--- config.mk ---
export PLATFORM = sky130hd
export DESIGN_NAME = keypad_code_lock
export DESIGN_NICKNAME = d
export VERILOG_FILES = /design/src/rtl/core/kcl_pkg.sv /design/src/rtl/core/kcl_front.sv /design/src/rtl/core/kcl_fifo.sv /design/src/rtl/core/kcl_back.sv /design/src/rtl/core/keypad_code_lock.sv
export SDC_FILE = /design/constraint.sdc
export NUM_CORES = 1
export LEC_CHECK = 0
export ABC_AREA = 0
export BUFFER_PORTS_ARGS = -buffer_cell sky130_fd_sc_hd__buf_2
export CORE_ASPECT_RATIO = 0.7
export CORE_MARGIN = 10
export CORE_UTILIZATION = 45
export DETAILED_ROUTE_END_ITERATION = 16
export GPL_ROUTABILITY_DRIVEN = 0
export PLACE_DENSITY = 0.75
export SLEW_MARGIN = 20
export SYNTH_ARGS = -nofsm -noshare
export SYNTH_HDL_FRONTEND = slang
export SYNTH_SLANG_ARGS = --single-unit
--- constraint.sdc ---
create_clock -name clk -period 1.79 [get_ports clk]
set_input_delay 0.0895 -clock clk [delete_from_list [all_inputs] [get_ports clk]]
set_output_delay 0.0895 -clock clk [all_outputs]
set_load 0.05 [all_outputs]
--- src/rtl/core/kcl_pkg.sv ---
// ----------------------------------------------------------------------------
// kcl_pkg: shared types and constants for the keypad code lock
// Payload structs, key map, lock modes and register indexes.
// ----------------------------------------------------------------------------
package kcl_pkg;

	localparam int unsigned KEY_W    = 8;
	localparam int unsigned LINES_W  = 4;
	localparam int unsigned CFG_IDX_W = 3;
	localparam int unsigned PIN_LEN  = 4;

	localparam logic [KEY_W-1:0] KEY_DOOR    = 8'h44;	// 'D'
	localparam logic [KEY_W-1:0] KEY_INVALID = 8'h49;	// 'I'

	localparam logic [CFG_IDX_W-1:0] REG_PIN_ONE   = 3'd0;
	localparam logic [CFG_IDX_W-1:0] REG_PIN_TWO   = 3'd1;
	localparam logic [CFG_IDX_W-1:0] REG_PIN_THREE = 3'd2;
	localparam logic [CFG_IDX_W-1:0] REG_PIN_FOUR  = 3'd3;

	localparam logic [KEY_W-1:0] PIN_ONE_RST   = 8'h35;	// '5'
	localparam logic [KEY_W-1:0] PIN_TWO_RST   = 8'h34;	// '4'
	localparam logic [KEY_W-1:0] PIN_THREE_RST = 8'h33;	// '3'
	localparam logic [KEY_W-1:0] PIN_FOUR_RST  = 8'h31;	// '1'

	typedef enum logic [1:0] {
		MODE_LOCKED    = 2'd0,
		MODE_UNLOCKING = 2'd1,
		MODE_UNLOCKED  = 2'd2
	} mode_t;

	typedef struct packed {
		logic [LINES_W-1:0] row_lines;
		logic [LINES_W-1:0] col_lines;
	} in_item_t;

	typedef struct packed {
		logic [KEY_W-1:0] key_code;
		logic [1:0]       lock_mode;
		logic [1:0]       digits_entered;
	} out_item_t;

	// decoded key as it sits in the queue between front and back
	typedef struct packed {
		logic [KEY_W-1:0] key_code;
		logic             is_door;
	} key_entry_t;

	typedef struct packed {
		logic full;
		logic empty;
	} q_status_t;

	// rows 0..3, columns 0..3
	localparam logic [KEY_W-1:0] KEY_MAP [4][4] = '{
		'{8'h44, 8'h23, 8'h30, 8'h2A},	// D # 0 *
		'{8'h43, 8'h39, 8'h38, 8'h37},	// C 9 8 7
		'{8'h42, 8'h36, 8'h35, 8'h34},	// B 6 5 4
		'{8'h41, 8'h33, 8'h32, 8'h31}	// A 3 2 1
	};

	function automatic logic [1:0] top_bit(input logic [LINES_W-1:0] v);
		logic [1:0] pos;
		pos = 2'd0;
		for (int b = 0; b < LINES_W; b++) begin
			if (v[b]) pos = 2'(b);
		end
		return pos;
	endfunction

	function automatic logic [KEY_W-1:0] decode_key(input logic [LINES_W-1:0] rows,
	                                                input logic [LINES_W-1:0] cols);
		logic [KEY_W-1:0] k;
		if (rows == '0 || cols == '0) k = KEY_INVALID;
		else k = KEY_MAP[top_bit(rows)][top_bit(cols)];
		return k;
	endfunction

endpackage

--- src/rtl/core/kcl_front.sv ---
// ----------------------------------------------------------------------------
// kcl_front: key decode
// Turns sampled row/column lines into a key character and flags the door key.
// ----------------------------------------------------------------------------
module kcl_front (
	input  kcl_pkg::in_item_t   din,
	input  logic                push,
	input  kcl_pkg::q_status_t  q_status,
	output logic                full,
	output logic                q_push,
	output kcl_pkg::key_entry_t q_data
);

	logic [kcl_pkg::KEY_W-1:0] key;

	always_comb begin
		key              = kcl_pkg::decode_key(din.row_lines, din.col_lines);
		q_data.key_code  = key;
		q_data.is_door   = (key == kcl_pkg::KEY_DOOR);
		full             = q_status.full;
		q_push           = push && !q_status.full;
	end

endmodule

--- src/rtl/core/kcl_fifo.sv ---
// ----------------------------------------------------------------------------
// kcl_fifo: two-entry key queue
// Decouples decode from the lock machine; push and pop in the same cycle.
// ----------------------------------------------------------------------------
module kcl_fifo (
	input  logic                clk,
	input  logic                arst_n,
	input  logic                push,
	input  kcl_pkg::key_entry_t wdata,
	input  logic                pop,
	output kcl_pkg::key_entry_t rdata,
	output kcl_pkg::q_status_t  status
);

	kcl_pkg::key_entry_t mem_q [2];
	logic                wr_q;
	logic                rd_q;
	logic [1:0]          cnt_q;

	logic do_push;
	logic do_pop;

	assign do_push      = push && (cnt_q != 2'd2);
	assign do_pop       = pop && (cnt_q != 2'd0);
	assign status.full  = (cnt_q == 2'd2);
	assign status.empty = (cnt_q == 2'd0);
	assign rdata        = mem_q[rd_q];

	always_ff @(posedge clk or negedge arst_n) begin
		if (!arst_n) begin
			wr_q  <= 1'b0;
			rd_q  <= 1'b0;
			cnt_q <= 2'd0;
		end else begin
			if (do_push) wr_q <= ~wr_q;
			if (do_pop) rd_q <= ~rd_q;
			cnt_q <= cnt_q + {1'b0, do_push} - {1'b0, do_pop};
		end
	end

	always_ff @(posedge clk) begin
		if (do_push) mem_q[wr_q] <= wdata;
	end

`ifndef SYNTH
	a_cnt_bound: assert property (@(posedge clk) disable iff (!arst_n)
		cnt_q != 2'd3) else $error("key queue count out of range");
	a_ptr_gap: assert property (@(posedge clk) disable iff (!arst_n)
		(cnt_q == 2'd1) |-> (wr_q != rd_q)) else $error("key queue pointers out of step");
	a_fill: assert property (@(posedge clk) disable iff (!arst_n)
		(do_push && !do_pop) |=> (cnt_q == $past(cnt_q) + 2'd1))
		else $error("key queue lost a beat");
`endif

endmodule

--- src/rtl/core/kcl_back.sv ---
// ----------------------------------------------------------------------------
// kcl_back: lock machine and result queue
// Holds PIN registers, lock mode and digit slots; results wait in a
// two-entry output queue.
// ----------------------------------------------------------------------------
module kcl_back (
	input  logic                                 clk,
	input  logic                                 arst_n,
	input  kcl_pkg::key_entry_t                  kdata,
	input  kcl_pkg::q_status_t                   q_status,
	output logic                                 q_pop,
	input  logic                                 cfg_valid,
	input  logic [kcl_pkg::CFG_IDX_W-1:0]        cfg_index,
	input  logic [kcl_pkg::KEY_W-1:0]            cfg_data,
	input  logic                                 pop,
	output logic                                 empty,
	output kcl_pkg::out_item_t                   dout
);

	logic [kcl_pkg::KEY_W-1:0] pin_q [kcl_pkg::PIN_LEN];
	kcl_pkg::mode_t            mode_q;
	logic [1:0]                count_q;
	// fourth slot is never stored: the fourth key is compared as it arrives
	logic [kcl_pkg::KEY_W-1:0] slot_q [kcl_pkg::PIN_LEN-1];

	kcl_pkg::out_item_t oq_q [2];
	logic               oq_rd_q;
	logic [1:0]         oq_cnt_q;

	logic               take;
	logic               out_pop;
	logic               oq_wr;
	logic               match;
	kcl_pkg::mode_t     mode_nx;
	logic [1:0]         count_nx;
	logic               store;
	kcl_pkg::out_item_t res;

	assign out_pop = pop && (oq_cnt_q != 2'd0);
	assign empty   = (oq_cnt_q == 2'd0);
	assign dout    = oq_q[oq_rd_q];
	assign take    = !q_status.empty && ((oq_cnt_q != 2'd2) || out_pop);
	assign q_pop   = take;
	assign oq_wr   = oq_rd_q ^ oq_cnt_q[0];

	always_comb begin
		match = (slot_q[0] == pin_q[0]) && (slot_q[1] == pin_q[1]) &&
		        (slot_q[2] == pin_q[2]) && (kdata.key_code == pin_q[3]);
		mode_nx  = mode_q;
		count_nx = count_q;
		store    = 1'b0;
		case (mode_q)
			kcl_pkg::MODE_LOCKED: begin
				if (kdata.is_door) begin
					mode_nx  = kcl_pkg::MODE_UNLOCKING;
					count_nx = 2'd0;
				end
			end
			kcl_pkg::MODE_UNLOCKING: begin
				if (kdata.is_door) begin
					mode_nx  = kcl_pkg::MODE_LOCKED;
					count_nx = 2'd0;
				end else begin
					store = (count_q != 2'd3);
					if (count_q == 2'd3) begin
						if (match) mode_nx = kcl_pkg::MODE_UNLOCKED;
						count_nx = 2'd0;
					end else begin
						count_nx = count_q + 2'd1;
					end
				end
			end
			default: begin
				mode_nx  = kcl_pkg::MODE_UNLOCKED;
				count_nx = 2'd0;
			end
		endcase
		res.key_code       = kdata.key_code;
		res.lock_mode      = mode_nx;
		res.digits_entered = (mode_nx == kcl_pkg::MODE_UNLOCKING) ? count_nx : 2'd0;
	end

	always_ff @(posedge clk or negedge arst_n) begin
		if (!arst_n) begin
			pin_q[0] <= kcl_pkg::PIN_ONE_RST;
			pin_q[1] <= kcl_pkg::PIN_TWO_RST;
			pin_q[2] <= kcl_pkg::PIN_THREE_RST;
			pin_q[3] <= kcl_pkg::PIN_FOUR_RST;
			mode_q   <= kcl_pkg::MODE_LOCKED;
			count_q  <= 2'd0;
			oq_rd_q  <= 1'b0;
			oq_cnt_q <= 2'd0;
		end else begin
			if (cfg_valid) begin
				case (cfg_index)
					kcl_pkg::REG_PIN_ONE:   pin_q[0] <= cfg_data;
					kcl_pkg::REG_PIN_TWO:   pin_q[1] <= cfg_data;
					kcl_pkg::REG_PIN_THREE: pin_q[2] <= cfg_data;
					kcl_pkg::REG_PIN_FOUR:  pin_q[3] <= cfg_data;
					default: ;
				endcase
			end
			if (take) begin
				mode_q  <= mode_nx;
				count_q <= count_nx;
			end
			if (out_pop) oq_rd_q <= ~oq_rd_q;
			oq_cnt_q <= oq_cnt_q + {1'b0, take} - {1'b0, out_pop};
		end
	end

	always_ff @(posedge clk) begin
		if (take && store) slot_q[count_q] <= kdata.key_code;
		if (take) oq_q[oq_wr] <= res;
	end

`ifndef SYNTH
	a_unlocked_sticks: assert property (@(posedge clk) disable iff (!arst_n)
		(mode_q == kcl_pkg::MODE_UNLOCKED) |=> (mode_q == kcl_pkg::MODE_UNLOCKED))
		else $error("lock left unlocked state");
	a_count_idle: assert property (@(posedge clk) disable iff (!arst_n)
		(mode_q != kcl_pkg::MODE_UNLOCKING) |-> (count_q == 2'd0))
		else $error("digit count held outside unlocking");
	a_oq_bound: assert property (@(posedge clk) disable iff (!arst_n)
		oq_cnt_q != 2'd3) else $error("result queue overflow");
	a_locked_door: assert property (@(posedge clk) disable iff (!arst_n)
		(take && mode_q == kcl_pkg::MODE_LOCKED && kdata.is_door)
		|=> (mode_q == kcl_pkg::MODE_UNLOCKING))
		else $error("door key ignored while locked");
`endif

endmodule

--- src/rtl/core/keypad_code_lock.sv ---
// ----------------------------------------------------------------------------
// keypad_code_lock: 4x4 keypad decoder with PIN code lock
// Decodes one key press per beat and runs the lock machine on it.
//
//   channel  handshake           payload
//   input    push / full         din  (row_lines, col_lines)
//   result   pop / empty         dout (key_code, lock_mode, digits_entered)
//   config   cfg_valid/cfg_ready cfg_index, cfg_data (PIN bytes 0..3)
//
// One key per cycle sustained while the result side keeps popping; a pushed
// key is written into the key queue, then into the result queue that drives dout.
// The key queue and the result queue hold two beats each, so a stalled
// result side fills both before full rises.
// Reset loads the default PIN 5431, lock locked, both queues empty.
// cfg_ready is always high.
// ----------------------------------------------------------------------------
module keypad_code_lock (
	input  logic                          clk,
	input  logic                          arst_n,
	input  logic                          push,
	output logic                          full,
	input  kcl_pkg::in_item_t             din,
	output logic                          empty,
	input  logic                          pop,
	output kcl_pkg::out_item_t            dout,
	input  logic                          cfg_valid,
	output logic                          cfg_ready,
	input  logic [kcl_pkg::CFG_IDX_W-1:0] cfg_index,
	input  logic [kcl_pkg::KEY_W-1:0]     cfg_data
);

	kcl_pkg::q_status_t  q_status;
	kcl_pkg::key_entry_t q_wdata;
	kcl_pkg::key_entry_t q_rdata;
	logic                q_push;
	logic                q_pop;

	assign cfg_ready = 1'b1;

	kcl_front u_front (
		.din      (din),
		.push     (push),
		.q_status (q_status),
		.full     (full),
		.q_push   (q_push),
		.q_data   (q_wdata)
	);

	kcl_fifo u_fifo (
		.clk    (clk),
		.arst_n (arst_n),
		.push   (q_push),
		.wdata  (q_wdata),
		.pop    (q_pop),
		.rdata  (q_rdata),
		.status (q_status)
	);

	kcl_back u_back (
		.clk       (clk),
		.arst_n    (arst_n),
		.kdata     (q_rdata),
		.q_status  (q_status),
		.q_pop     (q_pop),
		.cfg_valid (cfg_valid && cfg_ready),
		.cfg_index (cfg_index),
		.cfg_data  (cfg_data),
		.pop       (pop),
		.empty     (empty),
		.dout      (dout)
	);

endmodule

After elaboration in Yosys (flattened, before gate mapping)

Memory sizes are Yosys's and may differ from the RTL's.
Index checks and enable logic that the tools add are counted.

Bits in registers: 43
Latch bits: 0
Memory bits (writable): 66
Memory bits (read-only): 0
Input port bits: 24
Output and inout port bits: 15
Logic and storage cells: 100
Memories: 3

Add/subtract/negate cells: 5
Multiply operators: 0
Div/mod/pow operators: 0
$lt $le $gt $ge: 2
Equality and inequality tests: 15
Shift operators: 0
Muxes and demuxes: 33
Bitwise logic cells: 6
Reduce and logical (&&, ||, !) cells: 25

Memory list:

| memory        | depth | bits a word | read ports | clocked after memory_dff | write ports | line           | text |
|---|---|---|---|---|---|---|---|
| u_back.oq_q   | 2     | 12          | 1          | 0                        | 1           | kcl_back.sv:26 | `kcl_pkg::out_item_t oq_q [2];` |
| u_back.slot_q | 3     | 8           | 3          | 0                        | 1           | kcl_back.sv:24 | `logic [kcl_pkg::KEY_W-1:0] slot_q [kcl_pkg::PIN_LEN-1];` |
| u_fifo.mem_q  | 2     | 9           | 1          | 0                        | 1           | kcl_fifo.sv:15 | `kcl_pkg::key_entry_t mem_q [2];` |

Operator list:

| kind                                                            | number |
|---|---|
| 32-bit binary-select mux with 2-bit select                      | 1 |
| 32-bit 2-to-1 mux                                               | 2 |
| 8-bit == test                                                   | 4 |
| 2-bit 2-to-1 mux                                                | 14 |
| 8-bit 2-to-1 mux                                                | 3 |
| 8-bit binary-select mux with 2-bit select                       | 1 |
| 1-bit 2-to-1 mux                                                | 10 |
| 1-bit logical AND                                               | 9 |
| 8-bit by 7-bit == test with 1-bit output, second input constant | 1 |
| 4-bit zero test                                                 | 2 |
| 2-bit case mux with 2 select lines                              | 2 |
| 2-bit AND reduction                                             | 4 |
| 3-bit by 2-bit == test with 1-bit output, second input constant | 2 |
| 3-bit greater-or-equal comparator, second input constant        | 2 |
| 2-bit zero test                                                 | 3 |
| 2-bit != test, second input constant                            | 3 |
| 2-bit inverter with 3-bit output                                | 2 |
| 2-bit by 1-bit adder with 2-bit output                          | 2 |
| 2-bit by 1-bit == test with 1-bit output, second input constant | 2 |
| 2-bit == test, second input constant                            | 2 |
| 2-bit nonzero test                                              | 2 |
| 2-bit by 1-bit subtractor with 2-bit output                     | 2 |
| 3-bit by 1-bit == test with 1-bit output, second input constant | 1 |
| 3-bit zero test                                                 | 1 |
| other kinds (5)                                                 | 9 |

Longest topological paths before layout

Gate-level depths: netlist (run 1).

Depth after elaboration: 13
Depth in mapped cells: 8

By module

A second synthesis (run 1) with hierarchy kept.

Cells, all modules: 327
Area, all modules: 4,865.9 sq um

Modules (own cells, without submodules):

| module           | instances | cells each | area each (sq um) |
|---|---|---|---|
| kcl_back         | 1         | 227        | 3,662.3 |
| kcl_fifo         | 1         | 46         | 849.6 |
| kcl_front        | 1         | 52         | 342.8 |
| keypad_code_lock | 1         | 2          | 11.3 |

Worst setup path after synthesis (run 1)

OpenSTA, ideal clock, no wires.

Kind: register to register
From: register u_back.oq_cnt_q[0]
To: register u_back.oq_cnt_q[1]
Library setup time: 0.123 ns
Arrival time: 2.040 ns
Required time: 1.667 ns
Path slack: -0.373 ns
Cell stages (with the launch flop): 8
Buffers on the path: 0
Period minus slack after synthesis: 2.163 ns
Cell sequence: dfrtp_1 nor2_1 nor2b_1 ha_1 inv_1 ha_1 xnor2_1 xnor2_1

Word-level cells in the longest chain between the ends: 6
Elaborated cells on any way between the ends: 7

RTL lines:

| element                                       | line            | text |
|---|---|---|
| from (decl)                                   | kcl_back.sv:28  | `logic [1:0] oq_cnt_q;` |
| from (signal assigned)                        | kcl_back.sv:108 | `oq_cnt_q <= oq_cnt_q + {1'b0, take} - {1'b0, out_pop};` |
| 2-bit nonzero test *                          | kcl_back.sv:39  | `assign out_pop = pop && (oq_cnt_q != 2'd0);` |
| 1-bit logical AND *                           | kcl_back.sv:39  |  |
| net u_back.out_pop                            | kcl_back.sv:31  | `logic out_pop;` |
| 1-bit logical OR                              | kcl_back.sv:42  | `assign take = !q_status.empty && ((oq_cnt_q != 2'd2) \|\| out_pop);` |
| 1-bit logical AND                             | kcl_back.sv:42  |  |
| 2-bit by 1-bit adder with 2-bit output        | kcl_back.sv:108 |  |
| 2-bit by 1-bit subtractor with 2-bit output * | kcl_back.sv:108 |  |

Mark *: on every way through the listed nets, which the timed path passes. The rest lies on a longest branch.
A chain may end at the register's enable or synchronous reset.

==> flow_metrics.env, run 1 <==
export IMPL_status="finished with violations"
export IMPL_violations="negative setup slack"
export IMPL_synth_area_um2=4456
export IMPL_clockRootBuffer="clkbuf_16"
export IMPL_track_usage_pct=12.36
export IMPL_vias_per_cell=5.100
export IMPL_clk_insertion_delay_late_ns=0.35
export IMPL_rows=30
export IMPL_register_area_um2=2867
export IMPL_dr_pass1_iters=4
export IMPL_synth_warnings=0
export IMPL_worst_setup_path_start_kind="flop"
export IMPL_clockPowerShare_pct=19.3
export IMPL_cpPeakStageDelay_ns=0.46
export IMPL_path_max_fanout=6
export IMPL_ys_seq_area_share_pct=64.31
export IMPL_period_needed_ns=1.906
export IMPL_clock_fmax_ghz=0.5248
export IMPL_tightest_slew_ns=0.5554
export IMPL_die_width_um=138.9
export IMPL_cp_arrival_ns=2.01
export IMPL_cts_max_level=3
export IMPL_grt_pass1_vias=2709
export IMPL_grt_first_pass_wirelength_um=13890
export IMPL_fin_nets=401
export IMPL_antenna_found_initial=0
export IMPL_synthFlopType="edfxtp_1"
export IMPL_syn_nets=331
export IMPL_port_buffers=36
export IMPL_slew_viol_final=0
export IMPL_fill_cells=787
export IMPL_intPower_mw=6.065
export IMPL_yosysTopAreaCellShare_pct=39.76
export IMPL_hp_start="cfg_data[7]"
export IMPL_path_cells="buf_4 > mux2_4 > xor2_1 > nor4_2 > and4_4 > a31o_2"
export IMPL_fin_crit_sh_pct=106.5
export IMPL_cts_tree="built"
export IMPL_pre_cts_ws_ns=-0.2106
export IMPL_hold_viol_final=0
export IMPL_maxCapViolations=0
export IMPL_drt_wl_total_um=8722
export IMPL_clkTransAtPathRegs_ns=0.07
export IMPL_worstSetupPathType="reg -> reg"
export IMPL_ys_ff_latch=102
export IMPL_rrSetupSlack_ns=-0.12
export IMPL_cts_buffers=9
export IMPL_hold_path_class="in -> reg"
export IMPL_cp_data_required_time_ns=1.90
export IMPL_hold_slack_ns=0.01632
export IMPL_p_leak_nw=2.130
export IMPL_drive_above_1_share_pct=44.92
export IMPL_start_util_pct=46.01
export IMPL_die_h_um=103.3
export IMPL_rr_worst_depth=6
export IMPL_drc=0
export IMPL_clock_sinks=102
export IMPL_num_antenna_cells=0
export IMPL_die_area_um2=14340
export IMPL_layout_setup_ws_ns=-0.1155
export IMPL_power_density_nw_per_um2=1771
export IMPL_combinationalPowerShare_pct=39.8
export IMPL_drtAntennaViolNets=0
export IMPL_max_slew_margin_pct=62.02
export IMPL_sequentialPowerShare_pct=40.9
export IMPL_grt_max_degree=44
export IMPL_p_sw_share_pct=36.45
export IMPL_vias=2560
export IMPL_ys_types=44
export IMPL_synthArstFlopShare_pct=42.16
export IMPL_regToRegStartpoint="u_fifo.rd_q"
export IMPL_final_area_um2=5388
export IMPL_setup_viol=8
export IMPL_wl_per_cell_um=17.37
export IMPL_total_power_mw=9.543
export IMPL_clock_path_buffers=2
export IMPL_yosysTopAreaCell="edfxtp_1"
export IMPL_whs_endpoint="u_back.pin_q[7]"
export IMPL_pin_count=39
export IMPL_synthCells=299
export IMPL_syn2layout_area_growth_pct=20.92
export IMPL_drtIter0Drc=132
export IMPL_post_route_util_pct=55.63
export IMPL_rsz0062_at_grt="yes"
export IMPL_fin_skew_ns=0.01124
export IMPL_grt_ovfl_total=0
export IMPL_critPathSlowestCell="dfrtp_2"
export IMPL_reg2reg_to="u_back.oq_q[1][3]"
export IMPL_core_area_um2=9684
export IMPL_dpl_cell_area_um2=4984
export IMPL_p_sw_mw=3.478
export IMPL_hpwl_um=6399
export IMPL_multi_input_area_um2=1580
export IMPL_min_delay_path_depth=2
export IMPL_ir_worst_vdd_uv=695.7
export IMPL_synth_edf_count=59
export IMPL_end_kind="flop"
export IMPL_avgSynthCellArea_um2=14.90
export IMPL_synthTopCellsByArea="edfxtp_1, dfrtp_1, mux2_2"
flip-flops by register name (all words and copies together), names as in the netlist, 2 cells and up:
signal	cells
u_back.slot_q	21
u_back.oq_q	22
u_fifo.mem_q	16
u_back.mode_q	2
u_back.count_q	2
u_back.oq_cnt_q	2
u_back.pin_q	32
u_fifo.cnt_q	2
stage by stage:
| stage | instances | setup TNS (ns) |
|---|---|---|
| after floorplan | 299 | -0.3424 |
| after global placement | 482 | -1.286 |
| after detailed placement | 482 | -1.358 |
| after CTS | 500 | -0.7915 |
| after global routing | 502 | -1.330 |
| final | 502 | -0.7028 |
worst max path at each step:
stage	startpoint	to	depth (start not counted)
2_1_floorplan	u_back.oq_cnt_q[0]	u_back.oq_cnt_q[1]	7
3_3_place_gp	u_back.pin_q[21]	u_back.oq_q[0][2]	6
3_5_place_dp	u_fifo.rd_q	u_back.oq_q[0][2]	6
4_1_cts	u_back.pin_q[13]	u_back.oq_q[1][2]	6
5_1_grt	u_fifo.rd_q	u_back.oq_q[1][2]	6
6_report	u_fifo.rd_q	u_back.oq_q[1][3]	6
timing repair:
action | in CTS | in global routing
hold endpoints to repair | 43 | 0
buffers inserted | 1 | 2
gates resized for setup | 8 | 11
hold buffers | 1 | 0
setup endpoints to repair | 9 | 30
pin swaps | 6 | 10
per-layer routing:
| metal | share of wire, % | up-vias | global-route usage (%) |
|---|---|---|---|
| met1 | 45 | 1279 | 15.16 |
| met4 | 1.3 | 0 | 4.796 |
| met3 | 4.7 | 10 | 3.695 |
| met5 | 0 | - | 0 |
| met2 | 49 | 49 | 20.41 |
| li1 | - | 1222 | - |
critical path, delay by kind of cell, from the launching register on:
| family | cells | cell delay (ns) |
|---|---|---|
| AO/OA/AOI/OAI | 1 | 0.26 |
| XOR/XNOR | 1 | 0.20 |
| buffers and inverters | 1 | 0.16 |
| flip-flops | 1 | 0.46 |
| multiplexers | 1 | 0.30 |
| AND/OR/NAND/NOR | 2 | 0.29 |
power groups by stage:
stage	clock network (mW)	registers, mW	logic, mW
finish	1.84	3.91	3.80
global route	1.99	3.99	4.10
CTS	1.88	3.90	3.68
detailed placement	0	3.94	3.60
global placement	0	3.90	3.49
floorplan	0	3.82	2.54
cell families after synthesis:
kind of cell,Yosys count,synth area share [%]
other cells,2,0.1686
compound gates,20,3.174
xor+xnor,36,7.077
flops,102,64.31
fa+ha+maj,8,2.247
mux,54,13.68
simple gates,52,6.880
buf+inv,25,2.471
synthesized netlist by cell type, types with 3 or more instances:
| library cell | count |
|---|---|
| o21ai_0 | 6 |
| clkbuf_1 | 4 |
| inv_1 | 16 |
| mux2_2 | 47 |
| nor3_1 | 6 |
| nor2_1 | 7 |
| nor2b_1 | 4 |
| nand4_1 | 4 |
| xnor2_1 | 29 |
| xor2_1 | 7 |
| nand2_1 | 6 |
| ha_1 | 8 |
| dfstp_2 | 14 |
| edfxtp_1 | 59 |
| nor4_1 | 4 |
| or3_1 | 3 |
| nand3_1 | 3 |
| dfrtp_1 | 29 |
| mux2i_1 | 5 |
| and2_1 | 4 |
cells in the final DEF, fill, tap and decap left out, types with 7 or more instances in the layout:
cell type  synthesis  routed
edfxtp_1          59      59
mux2_2            47      46
buf_2              1      36
buf_4              2      29
dfrtp_1           29      28
xnor2_1           29      26
inv_1             16      15
dfstp_2           14      14
clkbuf_16          0       9
xor2_1             7       7
ha_1               8       7
layout make-up:
cell class | instances | share of cell area [%]
well taps | 128 | 2.973
multi-input cells | 172 | 29.33
flip-flops and latches | 102 | 53.20
clock buffers | 9 | 4.180
clock inverters | 7 | 1.045
inverters | 16 | 1.115
repair buffers | 68 | 8.151
No activity file was read; power rests on OpenSTA's default activity.
==> inputs of run 2 (changes only) <==
--- a/config.mk
+++ b/config.mk
@@ -5,7 +5,7 @@
 export SDC_FILE = /design/constraint.sdc
 export NUM_CORES = 1
 export LEC_CHECK = 0
-export ABC_AREA = 0
+export ABC_AREA = 1
 export BUFFER_PORTS_ARGS = -buffer_cell sky130_fd_sc_hd__buf_2
 export CORE_ASPECT_RATIO = 0.7
 export CORE_MARGIN = 10
==> run 2 against run 1 <==
Compared with the run above:
- the flow now finishes without violations
- wire length up 26%
- critical path depth up 1
- setup slack better by 0.17 ns
- combinational power down 12%
- largest cell class unchanged
- maximum frequency up 9.9%
- non-clock buffer count down 11
- clock skew down 0.0060 ns
==> flow_metrics.env, run 2 <==
export IMPL_status="complete, no violations"
export IMPL_yosysTopAreaCell="edfxtp_1"
export IMPL_synth_warnings=0
export IMPL_clk_insertion_delay_late_ns=0.34
export IMPL_syn_nets=586
export IMPL_yosysTopAreaCellShare_pct=36.39
export IMPL_cts_buffers=9
export IMPL_ir_worst_vdd_uv=810.8
export IMPL_fin_skew_ns=0.005244
export IMPL_post_route_util_pct=54.22
export IMPL_drtAntennaViolNets=0
export IMPL_synth_most_common_cell="nand2_1"
export IMPL_dpl_cell_area_um2=5295
export IMPL_path_max_fanout=7
export IMPL_synthCells=554
export IMPL_hold_path_class="in -> reg"
export IMPL_largest_reg_flops=32
export IMPL_dp_cells=730
export IMPL_clkTransAtPathRegs_ns=0.06
export IMPL_cp_data_required_time_ns=1.84
export IMPL_clockRootBuffer="clkbuf_16"
export IMPL_synthTopCellsByArea="edfxtp_1, dfrtp_1, nand2_1"
export IMPL_slew_viol_final=0
export IMPL_layout_setup_ws_ns=0.05601
export IMPL_avgSynthCellArea_um2=8.788
export IMPL_synthFlopType="edfxtp_1"
export IMPL_end_kind="flop"
export IMPL_drc=0
export IMPL_start_util_pct=46.49
export IMPL_grt_pass1_vias=3631
export IMPL_ys_ff_latch=102
export IMPL_cts_tree="built"
export IMPL_vias_per_cell=4.925
export IMPL_vias=3694
export IMPL_wl_met1_um=5185
export IMPL_fill_cells=933
export IMPL_drt_wl_total_um=10990
export IMPL_clock_path_buffers=2
export IMPL_period_needed_ns=1.734
export IMPL_combinationalPowerShare_pct=37.2
export IMPL_fin_nets=645
export IMPL_clock_sinks=102
export IMPL_cp_arrival_ns=1.78
export IMPL_drive_above_1_share_pct=17.15
export IMPL_hpwl_um=8421
export IMPL_pre_cts_ws_ns=0.02483
export IMPL_regMostFlops="u_back.pin_q"
export IMPL_antenna_found_initial=0
export IMPL_tightest_slew_ns=0.7785
export IMPL_max_slew_margin_pct=47.91
export IMPL_rows=31
export IMPL_fin_crit_sh_pct=96.87
export IMPL_clockPowerShare_pct=22.5
export IMPL_hold_viol_final=0
export IMPL_grt_first_pass_wirelength_um=17860
export IMPL_die_area_um2=15450
export IMPL_synth_edf_count=59
export IMPL_p_sw_mw=3.436
export IMPL_syn2layout_area_growth_pct=16.63
export IMPL_wl_met2_um=4741
export IMPL_drtIter0Drc=263
export IMPL_final_area_um2=5678
export IMPL_num_antenna_cells=0
export IMPL_synthArstFlopShare_pct=42.16
export IMPL_final_cells=750
export IMPL_ys_types=33
export IMPL_synthTopCellsByCount="nand2_1, inv_1, edfxtp_1, nor2_1, o21ai_0"
export IMPL_worst_setup_path_start_kind="flop"
export IMPL_setup_viol=0
export IMPL_power_density_nw_per_um2=1588
export IMPL_clock_fmax_ghz=0.5767
export IMPL_die_h_um=107.0
export IMPL_wl_per_cell_um=14.65
export IMPL_final_common_cell="nand2_1"
export IMPL_worstSetupPathType="reg -> reg"
export IMPL_dr_wl_met3_um=877
export IMPL_maxCapViolations=0
export IMPL_core_area_um2=10470
export IMPL_reg_top3="u_back.pin_q x32, u_back.oq_q x22, u_back.slot_q x21"
export IMPL_port_buffers=36
export IMPL_p_sw_share_pct=38.10
export IMPL_synth_area_um2=4868
export IMPL_dr_pass1_iters=5
export IMPL_sequentialPowerShare_pct=40.3
export IMPL_track_usage_pct=14.77
export IMPL_intPower_mw=5.583
export IMPL_pin_count=39
export IMPL_cts_max_level=3
export IMPL_p_leak_nw=2.698
export IMPL_ys_seq_area_share_pct=58.85
export IMPL_routed_top_layer="met4"
export IMPL_grt_max_degree=44
export IMPL_most_common_layout_cells="nand2_1, inv_1, edfxtp_1"
export IMPL_grt_ovfl_total=0
export IMPL_die_width_um=144.3
==> run 2: cell types whose count changed after synthesis, sizes merged, moves of 4 or more <==
cell    before  now
nor2         7   60
xnor2       29    7
mux2        49    0
nand3        3   21
o21ai        6   43
mux2i        5    0
nor2b        4    0
nand2        6  194
nand3b       0    4
inv         16   84
xor2         7    3
and2         4    0
==> run 2: cells by family (layout without fill, tap and decap cells) <==
kind of cell    count (synthesis)  after routing  share of synthesized area (%)
compound gates                 53             53                          6.169
xor+xnor                       10             10                          1.799
fa+ha+maj                       8              8                          2.056
buf+inv                        93            157                          7.479
flops                         102            102                          58.85
other cells                     2              2                         0.1543
simple gates                  286            286                          23.49
==> run 2: routing by layer <==
layer	global-route usage, %	vias to the layer above
met4	4.460	0
met1	20.11	1689
li1	-	1859
met5	0	-
met3	4.630	22
met2	22.03	124
==> run 2: repair_timing <==
action                     4_1_cts  5_1_grt
hold endpoints to repair        29        0
hold buffers                     1        0
setup endpoints to repair        0       33
resized for setup                0       11
buffers inserted                 0        3
==> run 2: per-stage QoR <==
step / TNS [ns] / hold slack [ns] / power [mW]
3_3_place_gp: 0 / 0.1959 / 6.817
5_1_grt: -0.9870 / 0.04833 / 9.595
2_1_floorplan: 0 / -0.2061 / 5.849
6_report: 0 / 0.03579 / 9.019
4_1_cts: 0 / 0.02811 / 9.004
3_5_place_dp: 0 / 0.1983 / 6.953
==> run 2: area by class of cell <==
cell class | instances | area (µm²) | share of cell area (%)
Clock buffer | 9 | 225.2 | 3.967
Clock inverter | 7 | 88.84 | 1.565
Inverter | 84 | 315.3 | 5.553
Multi-Input combinational cell | 359 | 1674 | 29.48
Sequential cell | 102 | 2865 | 50.46
Tap cell | 132 | 165.2 | 2.909
Timing Repair Buffer | 57 | 344.1 | 6.060
==> run 2: path summary, 6_finish.rpt <==
path,cells after the start,start,to,slack (ns)
max,7,u_fifo.rd_q,u_back.slot_q[2][4],0.06
min,3,cfg_data[4],u_back.pin_q[4],0.04
max reg2reg,7,u_fifo.rd_q,u_back.slot_q[2][4],0.06
min reg2reg,2,u_back.pin_q[25],u_back.pin_q[25],0.50
max in group asynchronous,3,arst_n,u_back.pin_q[12],1.03
min in group asynchronous,3,arst_n,u_back.pin_q[16],0.35
==> run 2: critical path: stages, from the launching register on <==
cell	delay, ns
dfrtp_1	0.43
buf_4	0.15
nand2_1	0.05
nand2_1	0.09
nor3_2	0.20
nand3_1	0.18
nor2_1	0.14
buf_4	0.20
==> run 2: power groups by stage <==
| stage | clock [mW] | combinational [mW] | sequential [mW] |
|---|---|---|---|
| 2_1_floorplan | 0 | 2.25 | 3.60 |
| 3_3_place_gp | 0 | 3.16 | 3.66 |
| 3_5_place_dp | 0 | 3.27 | 3.68 |
| 4_1_cts | 2.08 | 3.29 | 3.64 |
| 5_1_grt | 2.18 | 3.71 | 3.70 |
| 6_report | 2.03 | 3.35 | 3.64 |
==> inputs of run 3 (changes only) <==
--- a/config.mk
+++ b/config.mk
@@ -6,10 +6,12 @@
 export NUM_CORES = 1
 export LEC_CHECK = 0
 export ABC_AREA = 1
-export BUFFER_PORTS_ARGS = -buffer_cell sky130_fd_sc_hd__buf_2
+export BUFFER_PORTS_ARGS = -buffer_cell sky130_fd_sc_hd__buf_4
+export CAP_MARGIN = 20
 export CORE_ASPECT_RATIO = 0.7
 export CORE_MARGIN = 10
 export CORE_UTILIZATION = 45
+export CTS_BUF_LIST = sky130_fd_sc_hd__clkbuf_4 sky130_fd_sc_hd__clkbuf_8
 export DETAILED_ROUTE_END_ITERATION = 16
 export GPL_ROUTABILITY_DRIVEN = 0
 export PLACE_DENSITY = 0.75
==> run 3 against run 2 <==
Compared with the run above:
- clock skew rose by 0.0034 ns
- power decreased by 4.1%
- core utilization increased by 0.33 points
- sequential power hardly changed
- via count increased by 2.6%
- combinational power increased by 8.7%
- setup slack improved by 0.038 ns
- sequential share of layout area decreased by 0.29 points
- first-iteration DRC count is 42% higher
- global-route usage decreased by 0.091 points
- flip-flop and latch count unchanged
- register-to-register slack improved by 0.04 ns
- largest cell class unchanged
==> flow_metrics.env, run 3 (synthesis gave the netlist of run 2 again) <==
export IMPL_clock_path_buffers=2
export IMPL_regMostFlops="u_back.pin_q"
export IMPL_reg_top3="u_back.pin_q x32, u_back.oq_q x22, u_back.slot_q x21"
export IMPL_ir_worst_vdd_uv=767.6
export IMPL_port_buffers=36
export IMPL_hold_path_class="in -> reg"
export IMPL_drt_wl_total_um=11410
export IMPL_die_h_um=107.0
export IMPL_cts_buffers=9
export IMPL_min_delay_path_depth=3
export IMPL_dp_cells=729
export IMPL_period_needed_ns=1.696
export IMPL_dr_pass1_iters=5
export IMPL_hold_viol_final=0
export IMPL_total_power_mw=8.653
export IMPL_worst_setup_path_start_kind="flop"
export IMPL_core_area_um2=10470
export IMPL_clock_sinks=102
export IMPL_final_cells=756
export IMPL_cp_data_required_time_ns=2.09
export IMPL_drive_above_1_share_pct=19.71
export IMPL_p_leak_nw=2.687
export IMPL_largest_reg_flops=32
export IMPL_power_density_nw_per_um2=1515
export IMPL_fin_skew_ns=0.008604
export IMPL_num_antenna_cells=0
export IMPL_clockRootBuffer="clkbuf_8"
export IMPL_cts_max_level=3
export IMPL_pre_cts_ws_ns=0.02260
export IMPL_worstSetupPathType="reg -> reg"
export IMPL_die_area_um2=15450
export IMPL_drtIter0Drc=374
export IMPL_end_kind="flop"
export IMPL_slew_viol_final=0
export IMPL_most_common_layout_cells="nand2_1, inv_1, buf_4"
export IMPL_clkTransAtPathRegs_ns=0.09
export IMPL_status="complete, no violations"
export IMPL_setup_viol=0
export IMPL_start_util_pct=46.49
export IMPL_fin_crit_sh_pct=94.73
export IMPL_grt_ovfl_total=0
export IMPL_busiest_layer="met2"
export IMPL_cts_tree="built"
export IMPL_wl_per_cell_um=15.09
export IMPL_track_usage_pct=14.68
export IMPL_clock_fmax_ghz=0.5897
export IMPL_path_max_fanout=4
export IMPL_pin_count=39
export IMPL_vias=3789
export IMPL_max_slew_margin_pct=51.76
export IMPL_drc=0
export IMPL_rr_worst_depth=8
export IMPL_clk_insertion_delay_late_ns=0.38
export IMPL_fin_nets=651
export IMPL_hpwl_um=8473
export IMPL_use_met2_pct=21.28
export IMPL_grt_max_degree=44
export IMPL_layout_setup_ws_ns=0.09429
export IMPL_vias_per_cell=5.012
export IMPL_rows=31
export IMPL_drtAntennaViolNets=0
export IMPL_grt_pass1_vias=3579
export IMPL_maxCapViolations=0
export IMPL_tightest_slew_ns=0.7210
export IMPL_syn2layout_area_growth_pct=17.35
export IMPL_use_met3_pct=3.924
export IMPL_cp_arrival_ns=2.00
export IMPL_met1_usage_pct=21.00
export IMPL_final_common_cell="nand2_1"
export IMPL_die_width_um=144.3
export IMPL_grt_first_pass_wirelength_um=17770
export IMPL_antenna_found_initial=0
run 3: cell count changes in the layout (fill, tap and decap cells not counted), sizes merged:
cell | before | now
inv | 84 | 83
clkbuf | 9 | 15
clkinv | 4 | 1
bufinv | 2 | 0
clkinvlp | 1 | 2
buf | 56 | 61
run 3: cell type report:
type / instances / area (µm²)
timing repair inverter: 1 / 7.507
inverter: 84 / 321.6
clock inverter: 1 / 5.005
sequential: 102 / 2867
fill: 970 / 4760
timing repair buffer: 62 / 471.7
tap: 132 / 165.2
clock buffer: 15 / 181.4
multi-input combinational: 359 / 1694
run 3: power by group:
| group | switching (mW) | internal (mW) |
|---|---|---|
| registers | 0.290 | 3.35 |
| logic | 2.43 | 1.21 |
| clock network | 0.734 | 0.644 |
run 3: per-layer routing:
metal	routed length, µm	vias up	part of all wire, %
li1	-	1866	-
met1	5363	1779	47
met2	5076	127	44
met3	824	17	7.2
met4	146	0	1.3
met5	0	-	0
run 3: repair_timing:
item / 4_1_cts / 5_1_grt
cloned: 0 / 2
gates resized for setup: 1 / 24
pin swaps: 0 / 9
hold endpoints to repair: 29 / 0
hold buffers: 1 / 0
setup endpoints to repair: 2 / 24
buffers inserted: 0 / 8
run 3: worst max-delay path, cell delays in order, from the launching register on:
cell	delay, ns
dfrtp_1	0.42
nand3b_1	0.21
o21ai_2	0.09
inv_2	0.05
ha_1	0.27
inv_1	0.04
ha_2	0.17
xnor2_1	0.19
xor2_1	0.18
run 3: per-stage QoR:
step,area (µm²),hold slack [ns],setup TNS [ns],util (%)
floorplan,4871,-0.2061,0,-
global placement,5378,0.1095,0,51.35
detailed placement,5378,0.1191,0,51.35
CTS,5582,0.02519,0,53.30
global route,5713,0.04742,-0.1014,54.55
finish,5713,0.02854,0,54.55
run 3: path summary, 6_finish.rpt:
kind | start | endpoint | slack [ns]
worst max register to register | u_back.oq_cnt_q[0] | u_fifo.cnt_q[1] | 0.09
min in group asynchronous | arst_n | u_back.pin_q[17] | 0.24
worst min-delay path | cfg_data[3] | u_back.pin_q[27] | 0.03
worst max-delay path | u_back.oq_cnt_q[0] | u_fifo.cnt_q[1] | 0.09
max in group asynchronous | arst_n | u_fifo.rd_q | 1.13
worst min register to register | u_back.pin_q[23] | u_back.pin_q[23] | 0.49
